File: src/design/cps_pkg.sv
// Shared codes, widths and types for the circular predecessor search block.
`default_nettype none
package cps_pkg;

	localparam int unsigned FUNC_W = 2;
	localparam int unsigned VAL_W  = 32;
	localparam int unsigned IDX_W  = 9;

	localparam logic [FUNC_W-1:0] FUNC_CLEAR  = 2'd0;
	localparam logic [FUNC_W-1:0] FUNC_APPEND = 2'd1;
	localparam logic [FUNC_W-1:0] FUNC_QUERY  = 2'd2;

	typedef enum logic [1:0] {
		ST_IDLE,
		ST_SCAN,
		ST_LAST
	} scan_state_t;

	typedef struct packed {
		logic                    valid;
		logic                    found;
		logic [IDX_W-1:0]        index;
		logic signed [VAL_W-1:0] value;
		logic                    batch_end;
	} res_t;

endpackage
`default_nettype wire

File: src/design/cps_scan.sv
// Query sequencer: sweeps the stored entries and keeps the running maximum and predecessor.
`default_nettype none
module cps_scan
	import cps_pkg::*;
#(
	parameter int unsigned DEPTH  = 512,
	parameter int unsigned ADDR_W = $clog2(DEPTH),
	parameter int unsigned CNT_W  = $clog2(DEPTH + 1)
) (
	input  wire logic                    clk,
	input  wire logic                    arst_n,
	input  wire logic                    go,
	input  wire logic signed [VAL_W-1:0] q,
	input  wire logic                    last,
	input  wire logic [CNT_W-1:0]        count,
	input  wire logic [VAL_W-1:0]        rd_data,
	output logic                         busy,
	output logic                         rd_en,
	output logic [ADDR_W-1:0]            rd_addr,
	output res_t                         res
);

	scan_state_t state_q, state_d;

	logic signed [VAL_W-1:0] q_q;
	logic                    last_q;
	logic [CNT_W-1:0]        cnt_q;
	logic [ADDR_W-1:0]       ptr_q;
	logic                    vld_s1;
	logic [ADDR_W-1:0]       idx_s1;

	logic signed [VAL_W-1:0] max_q, best_q;
	logic [ADDR_W-1:0]       max_pos_q, best_pos_q;
	logic                    have_q;

	logic signed [VAL_W-1:0] v;
	logic signed [VAL_W-1:0] max_d, best_d;
	logic [ADDR_W-1:0]       max_pos_d, best_pos_d;
	logic                    have_d;
	logic                    take_max, take_best;
	logic [31:0]             pos_ext;
	logic                    empty_go;

	assign empty_go = go && (count == '0);

	always_comb begin
		state_d = state_q;
		rd_en   = 1'b0;
		rd_addr = ptr_q;
		busy    = 1'b1;
		unique case (state_q)
			ST_IDLE: begin
				busy = 1'b0;
				if (go && (count != '0)) begin
					state_d = ST_SCAN;
				end
			end
			ST_SCAN: begin
				rd_en = 1'b1;
				if (CNT_W'(ptr_q) == cnt_q - CNT_W'(1)) begin
					state_d = ST_LAST;
				end
			end
			ST_LAST: begin
				state_d = ST_IDLE;
			end
			default: begin
				state_d = ST_IDLE;
			end
		endcase
	end

	always_ff @(posedge clk or negedge arst_n) begin
		if (!arst_n) begin
			state_q <= ST_IDLE;
			vld_s1  <= 1'b0;
		end else begin
			state_q <= state_d;
			vld_s1  <= rd_en;
		end
	end

	always_ff @(posedge clk) begin
		if (state_q == ST_IDLE && go) begin
			q_q    <= q;
			last_q <= last;
			cnt_q  <= count;
			ptr_q  <= '0;
		end else if (rd_en) begin
			ptr_q <= ptr_q + ADDR_W'(1);
		end
		idx_s1 <= ptr_q;
	end

	// running maximum and predecessor; the first word seeds the maximum
	always_comb begin
		v         = signed'(rd_data);
		take_max  = (idx_s1 == '0) || (v > max_q);
		take_best = (v < q_q) && (!have_q || (v > best_q));
		max_d      = take_max ? v : max_q;
		max_pos_d  = take_max ? idx_s1 : max_pos_q;
		best_d     = take_best ? v : best_q;
		best_pos_d = take_best ? idx_s1 : best_pos_q;
		have_d     = have_q || take_best;
		pos_ext    = have_d ? 32'(best_pos_d) : 32'(max_pos_d);
	end

	always_ff @(posedge clk or negedge arst_n) begin
		if (!arst_n) begin
			have_q <= 1'b0;
		end else if (state_q == ST_IDLE) begin
			have_q <= 1'b0;
		end else if (vld_s1) begin
			have_q <= have_d;
		end
	end

	always_ff @(posedge clk) begin
		if (vld_s1) begin
			max_q      <= max_d;
			max_pos_q  <= max_pos_d;
			best_q     <= best_d;
			best_pos_q <= best_pos_d;
		end
	end

	always_ff @(posedge clk or negedge arst_n) begin
		if (!arst_n) begin
			res <= '0;
		end else begin
			res.valid <= (state_q == ST_LAST) || (state_q == ST_IDLE && empty_go);
			if (state_q == ST_LAST) begin
				res.found     <= 1'b1;
				res.index     <= pos_ext[IDX_W-1:0];
				res.value     <= have_d ? best_d : max_d;
				res.batch_end <= last_q;
			end else if (state_q == ST_IDLE && empty_go) begin
				res.found     <= 1'b0;
				res.index     <= '0;
				res.value     <= '0;
				res.batch_end <= last;
			end
		end
	end

	a_rd_in_range: assert property (@(posedge clk) disable iff (!arst_n)
		rd_en |-> (CNT_W'(rd_addr) < cnt_q))
		else $error("read address beyond stored entries");

	a_data_in_range: assert property (@(posedge clk) disable iff (!arst_n)
		vld_s1 |-> (CNT_W'(idx_s1) < cnt_q))
		else $error("read word tagged with position beyond stored entries");

	a_found_after_scan: assert property (@(posedge clk) disable iff (!arst_n)
		(res.valid && res.found) |-> $past(state_q == ST_LAST))
		else $error("found result without a completed scan");

	a_last_has_data: assert property (@(posedge clk) disable iff (!arst_n)
		(state_q == ST_LAST) |-> vld_s1)
		else $error("final scan cycle without read data");

	a_empty_zero: assert property (@(posedge clk) disable iff (!arst_n)
		(res.valid && !res.found) |-> (res.value == '0 && res.index == '0))
		else $error("empty-table result not zeroed");

endmodule
`default_nettype wire

File: config.mk
export PLATFORM = sky130hd
export DESIGN_NAME = cps_scan
export DESIGN_NICKNAME = d
export VERILOG_FILES = /design/src/design/cps_pkg.sv /design/src/design/cps_scan.sv
export SDC_FILE = /design/constraint.sdc
export NUM_CORES = 1
export LEC_CHECK = 0
export ABC_AREA = 1
export ABC_CLOCK_PERIOD_IN_PS = 3800
export BUFFER_PORTS_ARGS = -buffer_cell sky130_fd_sc_hd__clkbuf_2
export CAP_MARGIN = 25
export CORE_ASPECT_RATIO = 1.4
export CORE_MARGIN = 4
export CORE_UTILIZATION = 50
export DETAILED_ROUTE_END_ITERATION = 12
export GPL_TIMING_DRIVEN = 0
export MAX_ROUTING_LAYER = met4
export PLACE_DENSITY = 0.82
export SETUP_SLACK_MARGIN = 0.3
export SLEW_MARGIN = 20
export SYNTH_ARGS = -nofsm -noshare
export SYNTH_HDL_FRONTEND = slang
export SYNTH_SLANG_ARGS = --single-unit
File: constraint.sdc
create_clock -name clk -period 3.8 [get_ports clk]
set_clock_uncertainty 0.15 [all_clocks]
set_input_delay 0.76 -clock clk [delete_from_list [all_inputs] [get_ports clk]]
set_output_delay 0.76 -clock clk [all_outputs]
set_load 0.05 [all_outputs]
==> impl_results.md <==
* Antenna-violating nets left at 0
* CP arrival at about 3.2 ns
* Crit path cell chain: clkbuf_2 -> ha_1 -> nand2_1 -> nor2_1 -> nand2_1 -> nor3b_1 -> nand2_1 -> nand3_1 -> nand3_1 -> nand2_2 -> nand2_2 -> buf_6 -> nand2_1 -> nand3_1 -> nand2_1 -> nand2_1
* Area delta synth->final at 15.83%
* Starting DRT DRC Count at about 900
* CTS resizes at 0
* Inserted Clock Buffers at 17
* Outcome: finished, final reports clean
* Synth Instances at about 1.3k
* Gr ovfl total at 0
* Post-Route WL at around 28,000 µm
* Most area-consuming cells after synthesis: edfxtp_1 (34%), nand2_1 (15%), ha_1 (11%)
* Count of cell types in the netlist at 42
* CP max FO at 10
* Most frequent cells in the layout: nand2_1 (442), inv_1 (183), nand3_1 (169), clkbuf_2 (131), edfxtp_1 (125)
* Setup TNS at 0 ns
* Post-CTS Setup Bufs at 0
* Mapped Nets at approximately 1.5k
* Crit-path slowest cell: ha_1
* Initial Utilization at between 50% and 60%
* Gp weighted congestion at 0.8914
* Hold Path Class: input port to async pin
* Via/cell ratio at ~5.2
* First-pass GRT wire length at approximately 45,000 µm
* Clock sink count at roughly 190
* WL/cell at roughly 16 µm
* Largest stage delay on the critical path at ~0.40 ns
* Place WS at 0.3265 ns
* CTS Buffer Depth at 2
* Syn avg cell area at 8.479 µm²
* Critical Path RT at roughly 4.0 ns
* FFs w/ async S/R, synth at between 20% and 30%
* Final nets at about 1.6k
* Core area at 21,860 µm²
* Critical path type: input port to flop
* Post-synthesis cell area at 11,130 µm²
* Fillers at approximately 1.8k
* Via count at approximately 9.3k
* Commonest non-fill, non-tap cell in the layout: nand2_1
* IO Pins at ~130
* H-tree Lvls at 4
* Initial DRT Pass Iterations at 6
* Power per cell area at between 700 and 800 nW/µm²
* Global Route Usage Sum at about a quarter
* Post-route setup slack at between 0.7 and 0.8 ns
* Startpoint types: input port
* ANT cells at 0
* Yosys top cell area share at 33.72%
* Die Ht at ~180 µm
* Final Max Tran Viols at 0
* Crit path time final at 3.028 ns
* Seq/Total Area, Yosys at 47.74%
* Hold buffer count at cts at 0
* Yosys warning count at 0
* Remaining DRCs at 0
* Maximum clock frequency at 0.3302 GHz
* Transition time of the tightest slew-check pin at approximately 0.73 ns
* Initial antenna violation count at 0
* Slew HR at between 50% and 60%
* CTS Root Cell: clkbuf_16
* Static Leakage at ~6.9 nW
* Post-synth EDFFs at roughly 130
* Final setup viols at 0
* Die Area at 24,750 µm²
* Post-route clock period utilization at between 70% and 80%
* HPWL after DPL at ~20,000 µm
* Cell taking the most area after synthesis: edfxtp_1
* CTS tree: done
* Cell mode on critical path: nand2_1
* Worst-path clk slew at approximately 0.080 ns
* Top FF cell, synth: edfxtp_1
* PortBufs at roughly 130
* Area of the multi-input gates at between 4000 and 5000 µm²
* Crit. End Element: flop
* Vias in the first global route at approximately 9.5k
* Pin count of the biggest net entering global routing at approximately 50
* Worst-Skew Late Latency at approximately 0.46 ns
* Storage cell area at 5319 µm²
* Peak supply drop at 0.0005708 V
* Seq cells post-synth at 191
* RSZ-0062 raised after global routing: false
* Hold Violations, Final at 0
* Row cnt at between 60 and 70
* Max_cap viols at 0
* Share of cells above drive strength 1 at 15.54%
* Die X at between 100 and 150 µm
cell usage after synthesis (3+ instances only):
| master | number |
|---|---|
| a21oi_1 | 50 |
| buf_2 | 17 |
| buf_4 | 5 |
| buf_6 | 6 |
| clkbuf_1 | 10 |
| dfrtp_1 | 48 |
| dfxtp_1 | 18 |
| edfxtp_1 | 125 |
| ha_1 | 97 |
| inv_1 | 183 |
| nand2_1 | 442 |
| nand2_2 | 3 |
| nand2_4 | 10 |
| nand3_1 | 169 |
| nand3_2 | 10 |
| nand4_1 | 7 |
| nor2_1 | 38 |
| nor3_1 | 11 |
| nor3b_1 | 3 |
| nor4_1 | 5 |
| o21a_1 | 4 |
| o21ai_0 | 19 |
| xnor2_1 | 4 |
| xor2_1 | 7 |
sequential cells by signal, indices dropped and copies added (netlist names):
| register | cells |
|---|---|
| rd_addr | 9 |
| max_pos_q | 9 |
| cnt_q | 10 |
| best_q | 32 |
| state_q | 2 |
| vld_s1 | 1 |
| max_q | 32 |
| res | 44 |
| idx_s1 | 9 |
| q_q | 32 |
| last_q | 1 |
| have_q | 1 |
| best_pos_q | 9 |
metal layers:
| layer | up-vias | routed length [µm] | GRT usage (%) |
|---|---|---|---|
| met3 | 81 | 1526 | 4.151 |
| met2 | 329 | 14570 | 41.04 |
| met4 | 0 | 948 | 10.72 |
| met5 | - | 0 | - |
| met1 | 4291 | 10680 | 25.57 |
| li1 | 4608 | - | - |
worst paths after layout:
| check | cells after the start | slack, ns | from | end |
|---|---|---|---|---|
| setup / recovery | 16 | 0.77 | rd_data[31] | res[32] |
| hold / removal | 1 | 0.24 | arst_n | res[18] |
| setup reg to reg | 16 | 0.88 | best_q[31] | res[32] |
| hold reg to reg | 0 | 0.25 | rd_addr[5] | idx_s1[5] |
| max in group asynchronous | 1 | 2.72 | arst_n | vld_s1 |
| min in group clk | 0 | 0.25 | rd_addr[5] | idx_s1[5] |
final cells by class:
class                           count  area share, %
Buffer                             39          1.921
Clock inverter                     15          1.678
Multi-Input combinational cell    897          37.84
Inverter                          186          5.414
Tap cell                          297          2.882
Sequential cell                   191          41.24
Clock buffer                       17          3.299
Timing Repair Buffer              135          5.724
power breakdown:
part | total, W | internal (W) | switching, W
Clock | 0.00191 | 0.000928 | 0.000982
Combinational | 0.00408 | 0.00138 | 0.00270
Sequential | 0.00358 | 0.00315 | 0.000427
Total | 0.00957 | 0.00547 | 0.00411
per-stage QoR:
step	instance area, µm²	instances	hold slack, ns	total power [W]	util (%)
after detailed placement	12250	1745	0.2338	0.007623	56.06
final	12900	1777	0.2354	0.009571	58.99
after CTS	12900	1777	0.2475	0.009569	58.99
after global routing	12900	1777	0.2595	0.01025	58.99
after floorplan	11140	1313	0.3144	0.006521	-
after global placement	12170	1742	0.2349	0.007365	55.66
kinds of logic (layout without fill, tap and decap cells):
| group | after synthesis | after routing | share of synthesized area [%] |
|---|---|---|---|
| XOR/XNOR | 11 | 11 | 0.8653 |
| AND/OR/NAND/NOR | 706 | 706 | 27.97 |
| buffers and inverters | 225 | 392 | 8.496 |
| AO/OA/AOI/OAI | 83 | 83 | 4.023 |
| flip-flops | 191 | 191 | 47.74 |
| adder cells (fa/ha/maj) | 97 | 97 | 10.90 |
critical path: cells and delay by family:
| kind | cells | cell delay [ns] |
|---|---|---|
| adder cells (fa/ha/maj) | 1 | 0.40 |
| buffers and inverters | 2 | 0.34 |
| AND/OR/NAND/NOR | 13 | 1.72 |
Note: power is estimated with default switching activity, not from simulation.
